==> config.mk <==
export PLATFORM = sky130hd
export DESIGN_NAME = fod_power_loss_detector_core
export DESIGN_NICKNAME = d
export VERILOG_FILES = /design/src/rtl/core/fodpl_pkg.sv /design/src/rtl/core/fodpl_div.sv /design/src/rtl/core/fod_power_loss_detector_core.sv
export VERILOG_INCLUDE_DIRS = /design/src /design/src/rtl/core
export SDC_FILE = /design/constraint.sdc
export NUM_CORES = 2
export LEC_CHECK = 0
export BUFFER_PORTS_ARGS = -buffer_cell sky130_fd_sc_hd__buf_2
export CAP_MARGIN = 20
export CORE_ASPECT_RATIO = 0.9
export CORE_MARGIN = 3
export CORE_UTILIZATION = 40
export CTS_CLUSTER_SIZE = 10
export DETAILED_ROUTE_END_ITERATION = 8
export GPL_TIMING_DRIVEN = 0
export PLACE_DENSITY = 0.61
export SYNTH_ARGS = -nofsm -noshare
export SYNTH_HDL_FRONTEND = slang
export SYNTH_SLANG_ARGS = --single-unit
==> constraint.sdc <==
create_clock -name clk -period 13.3 [get_ports clk]
set_input_delay 2.66 -clock clk [delete_from_list [all_inputs] [get_ports clk]]
set_output_delay 2.66 -clock clk [all_outputs]
set_load 0.02 [all_outputs]
==> src/rtl/core/fod_power_loss_detector_core_assert.svh <==
`ifndef FOD_POWER_LOSS_DETECTOR_CORE_ASSERT_SVH
`define FOD_POWER_LOSS_DETECTOR_CORE_ASSERT_SVH

// Same-cycle implication, checked on every clock edge outside reset.
`define FODPL_ASSERT_NOW(label, ante, cons) \
	label: assert property (@(posedge clk) disable iff (!arst_n) (ante) |-> (cons)) \
		else $error("fodpl assertion failed");

// Next-cycle implication, checked on every clock edge outside reset.
`define FODPL_ASSERT_NEXT(label, ante, cons) \
	label: assert property (@(posedge clk) disable iff (!arst_n) (ante) |=> (cons)) \
		else $error("fodpl assertion failed");

`endif

==> src/rtl/core/fodpl_pkg.sv <==
package fodpl_pkg;

	localparam int TICK_WIDTH = 16;

	// Divide by 1000: the dividend stays below 65536000, and a reciprocal scaled by 2**36
	// gives the exact quotient for every dividend below 2**26.
	localparam int DIVIDEND_W  = 26;
	localparam int QUOT_W      = 16;
	localparam int RECIP_W     = 27;
	localparam int RECIP_SHIFT = 36;

	localparam logic [15:0]        MW_DIVISOR = 16'd1000;
	localparam logic [RECIP_W-1:0] MW_RECIP   = 27'd68719477;

	typedef struct packed {
		logic busy;
		logic done;
	} div_status_t;

endpackage

==> src/rtl/core/fodpl_div.sv <==
// Division by a constant: the dividend is registered, then multiplied by the scaled reciprocal.
module fodpl_div import fodpl_pkg::*; (
	input  logic                  clk,
	input  logic                  arst_n,
	input  logic                  start,
	input  logic [DIVIDEND_W-1:0] dividend,
	output div_status_t           status,
	output logic [QUOT_W-1:0]     quotient
);

	logic                          busy_q;
	logic                          done_q;
	logic [DIVIDEND_W-1:0]         num_q;
	logic [QUOT_W-1:0]             quo_q;
	logic [DIVIDEND_W+RECIP_W-1:0] prod;

	assign prod = num_q * MW_RECIP;

	always_ff @(posedge clk or negedge arst_n) begin
		if (!arst_n) begin
			busy_q <= 1'b0;
			done_q <= 1'b0;
		end else begin
			done_q <= 1'b0;
			if (start) begin
				busy_q <= 1'b1;
			end else if (busy_q) begin
				busy_q <= 1'b0;
				done_q <= 1'b1;
			end
		end
	end

	always_ff @(posedge clk) begin
		if (start) begin
			num_q <= dividend;
		end else if (busy_q) begin
			quo_q <= prod[RECIP_SHIFT +: QUOT_W];
		end
	end

	assign status.busy = busy_q;
	assign status.done = done_q;
	assign quotient    = quo_q;

endmodule

==> src/rtl/core/fod_power_loss_detector_core.sv <==
// Channel   Direction  Handshake             Payload
// request   in         req_valid / req_stall command, tick_time, voltage_mv, current_ma,
//                                            rx_power_packet, ping_current, in_power_transfer
// result    out        res_valid / res_stall window_done, object_detected, power_loss
// config    in         cfg_we                cfg_index, cfg_data
//
// One request is worked on at a time; req_stall is high until its result is registered.
// Check, clear and in-window samples go straight to the final state; a start runs the
// shared 16x16 multiplier three times in a row, then forms the estimate.
// A sample that closes the window goes through the divider, which multiplies by the
// reciprocal of 1000; a saturated loss skips it. Reset clears sequencer and configuration
// at once; a stalled result holds the sequencer in its final state.
`include "fod_power_loss_detector_core_assert.svh"

module fod_power_loss_detector_core import fodpl_pkg::*; (
	input  logic                  clk,
	input  logic                  arst_n,
	input  logic                  req_valid,
	output logic                  req_stall,
	input  logic [1:0]            command,
	input  logic [TICK_WIDTH-1:0] tick_time,
	input  logic [15:0]           voltage_mv,
	input  logic [15:0]           current_ma,
	input  logic [7:0]            rx_power_packet,
	input  logic [15:0]           ping_current,
	input  logic                  in_power_transfer,
	output logic                  res_valid,
	input  logic                  res_stall,
	output logic                  window_done,
	output logic                  object_detected,
	output logic [15:0]           power_loss,
	input  logic                  cfg_we,
	input  logic [2:0]            cfg_index,
	input  logic [15:0]           cfg_data
);

	typedef enum logic [1:0] {
		CMD_START  = 2'd0,
		CMD_SAMPLE = 2'd1,
		CMD_CHECK  = 2'd2,
		CMD_CLEAR  = 2'd3
	} cmd_t;

	typedef enum logic [2:0] {
		REG_FOD_ENABLE     = 3'd0,
		REG_LOSS_THRESHOLD = 3'd1,
		REG_PING_THRESHOLD = 3'd2,
		REG_HIT_LIMIT      = 3'd3,
		REG_WINDOW_TICKS   = 3'd4,
		REG_RX_MAX_POWER   = 3'd5
	} reg_idx_t;

	typedef enum logic [3:0] {
		S_IDLE,
		S_MUL_VI,
		S_MUL_PKT,
		S_MUL_SCALE,
		S_EST,
		S_MUL_EST,
		S_SUB,
		S_DIV,
		S_FIN
	} state_t;

	// Transmit power thresholds expressed on the raw V*I product.
	localparam logic [31:0] TX_LOW_PROD   = 32'd2500000;
	localparam logic [31:0] TX_HIGH_PROD  = 32'd6250000;
	localparam logic [31:0] LOSS_SAT_PROD = 32'd65536000;
	localparam logic [15:0] OFFSET_LOW    = 16'd355;
	localparam logic [15:0] OFFSET_HIGH   = 16'd4200;
	localparam logic [15:0] RX_SCALE      = 16'd125;
	localparam int          RX_SHIFT      = 4;
	localparam logic [7:0]  WINDOW_DFLT   = 8'd10;

	// Configuration registers.
	logic        fod_enable_q;
	logic [15:0] loss_threshold_q;
	logic [15:0] ping_threshold_q;
	logic [7:0]  hit_limit_q;
	logic [7:0]  window_ticks_q;
	logic [7:0]  rx_max_power_q;

	always_ff @(posedge clk or negedge arst_n) begin
		if (!arst_n) begin
			fod_enable_q     <= 1'b0;
			loss_threshold_q <= 16'd700;
			ping_threshold_q <= 16'd0;
			hit_limit_q      <= 8'd3;
			window_ticks_q   <= 8'd0;
			rx_max_power_q   <= 8'd5;
		end else if (cfg_we) begin
			unique case (cfg_index)
				REG_FOD_ENABLE:     fod_enable_q     <= cfg_data[0];
				REG_LOSS_THRESHOLD: loss_threshold_q <= cfg_data;
				REG_PING_THRESHOLD: ping_threshold_q <= cfg_data;
				REG_HIT_LIMIT:      hit_limit_q      <= cfg_data[7:0];
				REG_WINDOW_TICKS:   window_ticks_q   <= cfg_data[7:0];
				REG_RX_MAX_POWER:   rx_max_power_q   <= cfg_data[7:0];
				default: ;
			endcase
		end
	end

	state_t                state_q;
	logic                  win_active_q;
	logic [TICK_WIDTH-1:0] win_start_q;
	logic [15:0]           last_v_q;
	logic [15:0]           last_i_q;
	logic [15:0]           est_q;
	logic [15:0]           offset_q;
	logic [15:0]           loss_q;
	logic [7:0]            hit_q;
	logic                  det_q;
	logic                  item_done_q;
	logic                  item_det_q;
	logic                  res_valid_q;
	logic                  window_done_q;
	logic                  object_detected_q;
	logic [15:0]           power_loss_q;
	logic                  is_start_q;
	logic [7:0]            pkt_q;
	logic [31:0]           p_q;
	logic [31:0]           m_q;

	logic                  accept;
	logic [15:0]           mul_a;
	logic [15:0]           mul_b;
	logic [31:0]           mul_p;
	logic [7:0]            win_len;
	logic [TICK_WIDTH-1:0] elapsed;
	logic                  in_window;
	logic [15:0]           chk_val;
	logic [15:0]           chk_thr;
	logic [7:0]            hit_inc;
	logic [19:0]           est_sum;
	logic                  sub_ge;
	logic [31:0]           sub_diff;
	logic                  loss_sat;
	logic                  div_start;
	div_status_t           div_st;
	logic [QUOT_W-1:0]     div_quo;

	assign accept    = req_valid && (state_q == S_IDLE);
	assign req_stall = (state_q != S_IDLE);

	// The one multiplier of the sequencer, shared by every product it needs outside the divider.
	always_comb begin
		unique case (state_q)
			S_MUL_VI: begin
				mul_a = last_v_q;
				mul_b = last_i_q;
			end
			S_MUL_PKT: begin
				mul_a = {8'd0, pkt_q};
				mul_b = {8'd0, rx_max_power_q};
			end
			S_MUL_SCALE: begin
				mul_a = m_q[15:0];
				mul_b = RX_SCALE;
			end
			S_MUL_EST: begin
				mul_a = est_q;
				mul_b = MW_DIVISOR;
			end
			default: begin
				mul_a = '0;
				mul_b = '0;
			end
		endcase
	end
	assign mul_p = mul_a * mul_b;

	assign win_len   = (window_ticks_q == 8'd0) ? WINDOW_DFLT : window_ticks_q;
	assign elapsed   = tick_time - win_start_q;
	assign in_window = elapsed <= TICK_WIDTH'(win_len);

	assign chk_val = in_power_transfer ? loss_q : ping_current;
	assign chk_thr = in_power_transfer ? loss_threshold_q : ping_threshold_q;
	assign hit_inc = hit_q + 8'd1;

	// packet*max*1000/128 is packet*max*125/16, so the scaled product only shifts.
	assign est_sum = {1'b0, m_q[RX_SHIFT+18:RX_SHIFT]} + {4'd0, offset_q};

	// floor(P/1000) - est equals floor((P - est*1000)/1000) whenever it is positive.
	assign sub_ge    = p_q >= m_q;
	assign sub_diff  = p_q - m_q;
	assign loss_sat  = sub_ge && (sub_diff >= LOSS_SAT_PROD);
	assign div_start = (state_q == S_SUB) && !loss_sat;

	fodpl_div u_div (
		.clk      (clk),
		.arst_n   (arst_n),
		.start    (div_start),
		.dividend (sub_ge ? sub_diff[DIVIDEND_W-1:0] : '0),
		.status   (div_st),
		.quotient (div_quo)
	);

	always_ff @(posedge clk or negedge arst_n) begin
		if (!arst_n) begin
			state_q      <= S_IDLE;
			win_active_q <= 1'b0;
			win_start_q  <= '0;
			last_v_q     <= '0;
			last_i_q     <= '0;
			est_q        <= '0;
			offset_q     <= '0;
			loss_q       <= '0;
			hit_q        <= '0;
			det_q        <= 1'b0;
			item_done_q  <= 1'b0;
			item_det_q   <= 1'b0;
			res_valid_q  <= 1'b0;
		end else begin
			if (res_valid_q && !res_stall) begin
				res_valid_q <= 1'b0;
			end
			unique case (state_q)
				S_IDLE: begin
					if (accept) begin
						item_done_q <= 1'b0;
						item_det_q  <= 1'b0;
						state_q     <= S_FIN;
						unique case (cmd_t'(command))
							CMD_START: begin
								win_start_q  <= tick_time;
								last_v_q     <= voltage_mv;
								last_i_q     <= current_ma;
								win_active_q <= 1'b1;
								state_q      <= S_MUL_VI;
							end
							CMD_SAMPLE: begin
								if (win_active_q) begin
									if (in_window) begin
										last_v_q <= voltage_mv;
										last_i_q <= current_ma;
									end else begin
										win_active_q <= 1'b0;
										win_start_q  <= tick_time;
										item_done_q  <= 1'b1;
										state_q      <= S_MUL_VI;
									end
								end
							end
							CMD_CHECK: begin
								if (fod_enable_q) begin
									if ((chk_val > chk_thr) && !det_q) begin
										if (hit_inc >= hit_limit_q) begin
											det_q      <= 1'b1;
											hit_q      <= '0;
											item_det_q <= 1'b1;
										end else begin
											hit_q      <= hit_inc;
											item_det_q <= det_q;
										end
									end else begin
										hit_q      <= '0;
										item_det_q <= det_q;
									end
								end
							end
							CMD_CLEAR: begin
								hit_q <= '0;
								det_q <= 1'b0;
							end
							default: ;
						endcase
					end
				end
				S_MUL_VI: begin
					state_q <= is_start_q ? S_MUL_PKT : S_MUL_EST;
				end
				S_MUL_PKT: begin
					// Between the two thresholds the previous offset stays.
					if (p_q < TX_LOW_PROD) begin
						offset_q <= OFFSET_LOW;
					end else if (p_q >= TX_HIGH_PROD) begin
						offset_q <= OFFSET_HIGH;
					end
					state_q <= S_MUL_SCALE;
				end
				S_MUL_SCALE: begin
					state_q <= S_EST;
				end
				S_EST: begin
					est_q   <= (est_sum > 20'hFFFF) ? 16'hFFFF : est_sum[15:0];
					state_q <= S_FIN;
				end
				S_MUL_EST: begin
					state_q <= S_SUB;
				end
				S_SUB: begin
					if (loss_sat) begin
						loss_q  <= 16'hFFFF;
						state_q <= S_FIN;
					end else begin
						state_q <= S_DIV;
					end
				end
				S_DIV: begin
					if (div_st.done) begin
						loss_q  <= div_quo;
						state_q <= S_FIN;
					end
				end
				S_FIN: begin
					if (!res_valid_q || !res_stall) begin
						res_valid_q <= 1'b1;
						state_q     <= S_IDLE;
					end
				end
				default: state_q <= S_IDLE;
			endcase
		end
	end

	// Operands, products and the result payload.
	always_ff @(posedge clk) begin
		if (accept) begin
			is_start_q <= (cmd_t'(command) == CMD_START);
			pkt_q      <= rx_power_packet;
		end
		if (state_q == S_MUL_VI) begin
			p_q <= mul_p;
		end
		if ((state_q == S_MUL_PKT) || (state_q == S_MUL_SCALE) || (state_q == S_MUL_EST)) begin
			m_q <= mul_p;
		end
		if ((state_q == S_FIN) && (!res_valid_q || !res_stall)) begin
			window_done_q     <= item_done_q;
			object_detected_q <= item_det_q;
			power_loss_q      <= loss_q;
		end
	end

	assign res_valid       = res_valid_q;
	assign window_done     = window_done_q;
	assign object_detected = object_detected_q;
	assign power_loss      = power_loss_q;

	`FODPL_ASSERT_NOW(a_div_done_in_div, div_st.done, state_q == S_DIV)
	`FODPL_ASSERT_NOW(a_close_clears_window, $rose(res_valid_q) && window_done_q, !win_active_q)
	`FODPL_ASSERT_NOW(a_result_from_fin, $rose(res_valid_q), $past(state_q == S_FIN))

endmodule
* After elaboration in Yosys (flattened, before gate mapping)
Cells that the tools add are included.
** Storage, ports and cells
- Register bits after elaboration :: 305
- Output and inout bits :: 20
** Operators by class
- Add/sub/neg operators :: 4
- Multipliers :: 2
- $lt $le $gt $ge :: 8
- Eq/ne operators :: 24
- Mux-type cells :: 51
- Bitwise logic cells :: 1
- Reductions and logical operators :: 37
** Operators by type and width (count)
- 16-bit two-way mux :: 13
- 16-bit one-hot mux with 2 select lines :: 4
- 16-bit one-hot mux with 4 select lines :: 2
- 26-bit by 27-bit multiplier with 52-bit output, second input constant :: 1
- 4-bit one-hot mux with 9 select lines :: 1
- 32-bit by 23-bit >= comparator with 1-bit output, second input constant :: 1
- 32-bit by 26-bit >= comparator with 1-bit output, second input constant :: 1
- 32-bit >= comparator :: 1
- 32-bit by 22-bit < comparator with 1-bit output, second input constant :: 1
- 16-bit by 16-bit multiplier with 32-bit output :: 1
- 8-bit two-way mux :: 4
- 32-bit subtractor :: 1
- 4-bit two-way mux :: 6
- 19-bit by 16-bit adder with 20-bit output :: 1
- 20-bit by 16-bit greater-than comparator with 1-bit output, second input constant :: 1
- 2-bit AND reduction :: 9
- 4-bit by 3-bit == test with 1-bit output, second input constant :: 4
- 16-bit greater-than comparator :: 1
- 16-bit by 8-bit less-or-equal comparator with 1-bit output :: 1
- 1-bit two-way mux :: 16
- 8-bit one-hot mux with 2 select lines :: 1
- 16-bit subtractor :: 1
- 2-bit inequality test, second input constant :: 7
- 5-bit AND reduction :: 2
- other kinds (26) :: 46

* Logic depth before layout (Yosys ltp)
- Depth after elaboration :: 8
- Depth in mapped cells :: 32
- Gate-level depth less buffers :: 28

* Cells and area by module
From an unflattened synthesis, not the netlist that was laid out.
** Second synthesis, totals
- Cell total of the unflattened synthesis :: 3484
- Area total of the unflattened synthesis :: 34302.9 µm²
** Modules (own cells, without submodules)
- fod_power_loss_detector_core :: instances 1, cells each 2361, area an instance 22634.2 µm², seq. area each 6673.9 µm²
- fodpl_div :: instances 1, cells each 1123, area an instance 11668.7 µm², seq. area each 1311.3 µm²

* Worst setup path after synthesis
No wires, ideal clock.
- Path type :: register to register
- Start :: reg state_q[3]
- End :: reg m_q[27], data pin
- Library setup time :: 263 ps
- Data arrival time :: 8349 ps
- Required time :: 13037 ps
- Path slack :: 4688 ps
- Stages on the path, launching flop included :: 28
- Buffers on the path :: 5
- Clock period less this slack :: 8612 ps
- Cells stage by stage :: dfrtp_1 -> clkbuf_1 -> or2_2 -> clkbuf_1 -> nor2_1 -> clkbuf_1 -> clkbuf_1 -> clkbuf_1 -> nand2_1 -> nor2_1 -> fa_1 -> fa_1 -> fa_1 -> fa_1 -> fa_1 -> inv_1 -> fa_1 -> inv_1 -> ha_1 -> a21o_1 -> a21oi_1 -> nand2_1 -> or3_1 -> a31oi_1 -> o31ai_1 -> a21o_1 -> a21oi_1 -> xnor2_1
** Between the ends
- Longest elaborated chain between the ends :: 3
- Elaborated cells between the ends (all ways) :: 7
** RTL lines
- from (decl) :: RTL line fod_power_loss_detector_core.sv:104 : state_t state_q;
- from (signal assigned) :: RTL line fod_power_loss_detector_core.sv:271 : state_q <= is_start_q ? S_MUL_PKT : S_MUL_EST;
- 4-bit by 3-bit == test with 1-bit output (tied with other cells) :: RTL line fod_power_loss_detector_core.sv:148 : unique case (state_q)
- 16-bit one-hot mux with 4 select lines :: RTL line fod_power_loss_detector_core.sv:148
- 16-bit by 16-bit multiplier with 32-bit output (*) :: RTL line fod_power_loss_detector_core.sv:171 : assign mul_p = mul_a * mul_b;
- net mul_p[27] :: RTL line fod_power_loss_detector_core.sv:128 : logic [31:0] mul_p;
- to (signal assigned) :: RTL line fod_power_loss_detector_core.sv:327 : m_q <= mul_p;
- to (decl) :: RTL line fod_power_loss_detector_core.sv:123 : logic [31:0] m_q;
Mark *: on every way through the listed nets, which the timed path passes. The rest lies on a longest branch.
A chain may end at the register's enable or synchronous reset.

* Worst setup path after layout
- Start :: reg state_q[3]
- End :: reg m_q[31], data pin
The elaborated chain is that of the path after synthesis.

==> results.py <==
metrics = {
    "power_and_ir_drop": {
        "comb_power_share_pct": 52.7,
        "p_leak_uw": 0.0181,
        "p_int_uw": 2800,
        "sw_frac_of_total_pct": 42.8,
        "pwr-share-clk_pct": 19.3,
        "peakVddDrop_uv": 83.1,
        "power_density_nw_per_um2": 134,
        "seqPwrFrac_pct": 28.0,
        "net-switching-power_uw": 2100,
    },
    "place": {
        "placed_cell_area_um2": 35300,
        "portBuffers": 115,
        "pre_cts_ws_ps": 3760,
        "routabilityCongestion": 0.917,
        "hpwl_um": 68600,
    },
    "worst_hold_path": {
        "hold_path_class": "reg -> reg",
    },
    "detailed_routing": {
        "first_pass_iters": 5,
        "routed_wl_um": 81700,
        "wl_per_cell_um": 17.8,
        "final_antenna_net_count": 0,
        "vias": 23522,
        "drt_iter0_markers": 1452,
        "drc_errors": 0,
        "vias_per_cell": 5.12,
    },
    "run_status": {
        "status": "complete, no violations",
    },
    "clock_tree": {
        "clk_pin_slew_ps": 60,
        "tritoncts": "yes",
        "ctsHtreeMaxLevel": 2,
        "cts_root_buf": "clkbuf_16",
        "clockBufferDepth": 3,
        "cts-hold-fix-buffers": 0,
        "numCtsBuffers": 36,
        "cts.sinks": 292,
        "ctsResizeCount": 0,
        "clock_latency_ps": 560,
        "post_cts_buffers": 0,
    },
    "timing": {
        "drv_slew": 0,
        "post-route-period-util_pct": 72.1,
        "setup_violations": 0,
        "skew_ps": 21.0,
        "fin_ws_ps": 3710,
        "maxSlewHeadroom_pct": 30.9,
        "period_minus_slack_ps": 9590,
        "timing_hold_violations_final": 0,
        "grt_setup_unrepaired": "false",
        "tns_ps": 0,
        "tightest_slew_ps": 1040,
        "fmax_mhz": 104,
    },
    "synthesis": {
        "ys_types": 77,
        "yosysSeqAreaShare_pct": 24.0,
        "syn_inst": 3343,
        "synth_top_flop_cell": "dfrtp_1",
        "syn_area_um2": 33300,
        "ys.warnings.count": 0,
        "synth_edf_count": 133,
        "async_flop_share_pct": 54.5,
        "avgSynthCellArea_um2": 9.97,
        "synth_nets": 4307,
        "ys_ff_latch": 292,
    },
    "critical_path": {
        "slowest_stage": "a2111oi_0",
        "cp_top_family": "adder cells",
        "crit_type": "reg -> reg",
        "worstSetupEndpointType": "flop",
        "critPathBufInv": 10,
        "cp.arrival_ps": 9870,
        "crit_fanout": 10,
        "cp-start-kind": "flop",
        "crit_required_ps": 13580,
        "worst_path_most_repeated_cell": "fa_1",
        "slowest_delay_ps": 600,
    },
    "grt": {
        "grt_pass1_vias": 23941,
        "grt_max_degree": 114,
        "grt_overflow": 0,
        "grt_pass1_wl_um": 131000,
        "antenna_found_initial": 2,
        "grt.total_usage_pct": 19.2,
    },
    "floorplan": {
        "rows": 99,
        "core_area_um2": 81800,
        "io_pins": 119,
        "die_area_um2": 86800,
        "die_x_um": 310,
        "die_height_um": 280,
        "start_util_pct": 40.8,
    },
    "layout": {
        "nNetsFinal": 4468,
        "final_layout_size_suffix_gt1_share_pct": 8.92,
        "syn2layout_area_growth_pct": 9.46,
        "fill_cells": 7862,
        "finalInstanceArea_um2": 36500,
    },
    "run": {
        "maxCapViolations": 0,
    },
}
-- cell families (layout without fill, tap and decap cells) --
| family | Yosys count | count (layout) | share of synthesized area, % |
|---|---|---|---|
| adders and majority gates | 865 | 865 | 41.7 |
| and+or+nand+nor | 764 | 764 | 10.5 |
| DFF | 292 | 292 | 24.0 |
| buffers and inverters | 762 | 951 | 8.63 |
| xor gates and xnor gates | 94 | 94 | 2.47 |
| AOI/OAI and AO/OA | 445 | 445 | 8.70 |
| muxes | 121 | 121 | 4.01 |
| other | 0 | 2 | 0 |
-- state kept, by name (all words and copies together), names as in the netlist, 16 cells and up --
signal	count
u_div.num_q	26
u_div.quotient	16
loss_threshold_q	16
m_q	32
win_start_q	16
est_q	16
p_q	32
last_v_q	16
ping_threshold_q	16
power_loss	16
last_i_q	16
loss_q	16
-- tightest hold or removal path: stages, from the launching register on --
cell and delay (ps):
edfxtp_1 310, nand2_1 40, nand3_1 70
-- power groups by stage --
stage	Combinational, uW	Clock [uW]	Sequential, uW
finish	2580	945	1370
floorplan	1830	0	1370
detailed placement	2560	0	1390
CTS	2580	972	1370
global placement	2520	0	1390
global route	2930	1010	1400
-- cell type report --
cell class / count / area (um^2) / area share, %
Antenna cell: 2 / 5.00 / 0.0137
Buffer: 89 / 352 / 0.964
Clock buffer: 59 / 997 / 2.73
Clock inverter: 7 / 118 / 0.322
Inverter: 673 / 2530 / 6.93
Multi-Input combinational cell: 2289 / 22500 / 61.6
Sequential cell: 292 / 7990 / 21.9
Tap cell: 1060 / 1330 / 3.64
Timing Repair Buffer: 123 / 688 / 1.89
-- synth_stat cells (all sizes together), types with 7 or more instances --
| cell | n | area share, % |
|---|---|---|
| fa | 409 | 25 |
| ha | 456 | 17 |
| nor3 | 33 | 0.50 |
| and2 | 26 | 0.49 |
| and3 | 10 | 0.20 |
| a211oi | 12 | 0.27 |
| o21a | 26 | 0.59 |
| a31oi | 10 | 0.19 |
| nand3 | 53 | 0.95 |
| nand4 | 27 | 0.54 |
| a21oi | 114 | 1.7 |
| o21bai | 14 | 0.32 |
| xnor2 | 62 | 1.6 |
| xor2 | 32 | 0.84 |
| mux2i | 21 | 0.63 |
| nand2b | 29 | 0.54 |
| a2111oi | 9 | 0.24 |
| nor2b | 22 | 0.41 |
| edfxtp | 133 | 12 |
| nor2 | 221 | 2.5 |
| a21o | 58 | 1.3 |
| inv | 673 | 7.6 |
| clkbuf | 75 | 0.85 |
| a211o | 7 | 0.18 |
| o22a | 17 | 0.45 |
| o21ai | 99 | 1.5 |
| dfrtp | 149 | 11 |
| or2 | 11 | 0.21 |
| dfstp | 10 | 0.79 |
| nand2 | 294 | 3.3 |
| mux2 | 100 | 3.4 |
| o31ai | 7 | 0.16 |
| a22oi | 24 | 0.54 |
| or3 | 11 | 0.21 |
| buf | 14 | 0.20 |
-- per-stage QoR --
| step | total power (uW) | cells | hold WS (ps) | utilization (%) |
|---|---|---|---|---|
| CTS | 4930 | 4591 | 463 | 44.6 |
| finish | 4900 | 4594 | 459 | 44.6 |
| global placement | 3910 | 4518 | 442 | 43.1 |
| global route | 5330 | 4594 | 479 | 44.6 |
| detailed placement | 3950 | 4525 | 448 | 43.2 |
| floorplan | 3190 | 3343 | 425 | - |
-- cell usage in the layout (no fill, tap or decap), types with 11 or more instances in the layout --
cell type | Yosys | routed
nand3_1 | 43 | 43
xnor2_1 | 62 | 62
ha_1 | 456 | 456
o21a_1 | 26 | 26
clkbuf_1 | 74 | 95
mux2i_1 | 21 | 21
buf_2 | 6 | 124
xor2_1 | 32 | 32
nor2b_1 | 22 | 22
or2_2 | 11 | 11
a21oi_1 | 114 | 112
dfrtp_1 | 149 | 149
nor3_1 | 33 | 33
inv_1 | 673 | 673
nand2b_1 | 29 | 29
nand4_1 | 25 | 25
fa_1 | 409 | 409
mux2_2 | 100 | 100
and2_1 | 25 | 25
o22a_1 | 17 | 17
o21bai_1 | 14 | 14
a21o_1 | 58 | 58
or3_1 | 11 | 11
nand2_1 | 294 | 294
clkbuf_16 | 0 | 36
o21ai_0 | 97 | 97
a211oi_1 | 12 | 12
edfxtp_1 | 133 | 133
nor2_1 | 221 | 221
a22oi_1 | 24 | 24
-- per-layer routing --
layer  track usage, %  wire length, um  up-vias
li1                 -                -    11236
met1             27.9            38500    11590
met2             30.1            36500      600
met3             3.85             5510       96
met4             3.48             1230        0
met5                0                0        -
-- final timing paths --
path	startpoint	endpoint	cells after the start	slack, ps
worst max-delay path	state_q[3]	m_q[31]	29	3710
worst min-delay path	u_div.quotient[2]	loss_q[2]	2	460
worst max register to register	state_q[3]	m_q[31]	29	3710
worst min register to register	u_div.quotient[2]	loss_q[2]	2	460
max in group asynchronous	arst_n	last_i_q[11]	2	10380
min in group asynchronous	arst_n	loss_q[1]	1	2010
No activity file was read; power rests on OpenSTA's default activity.
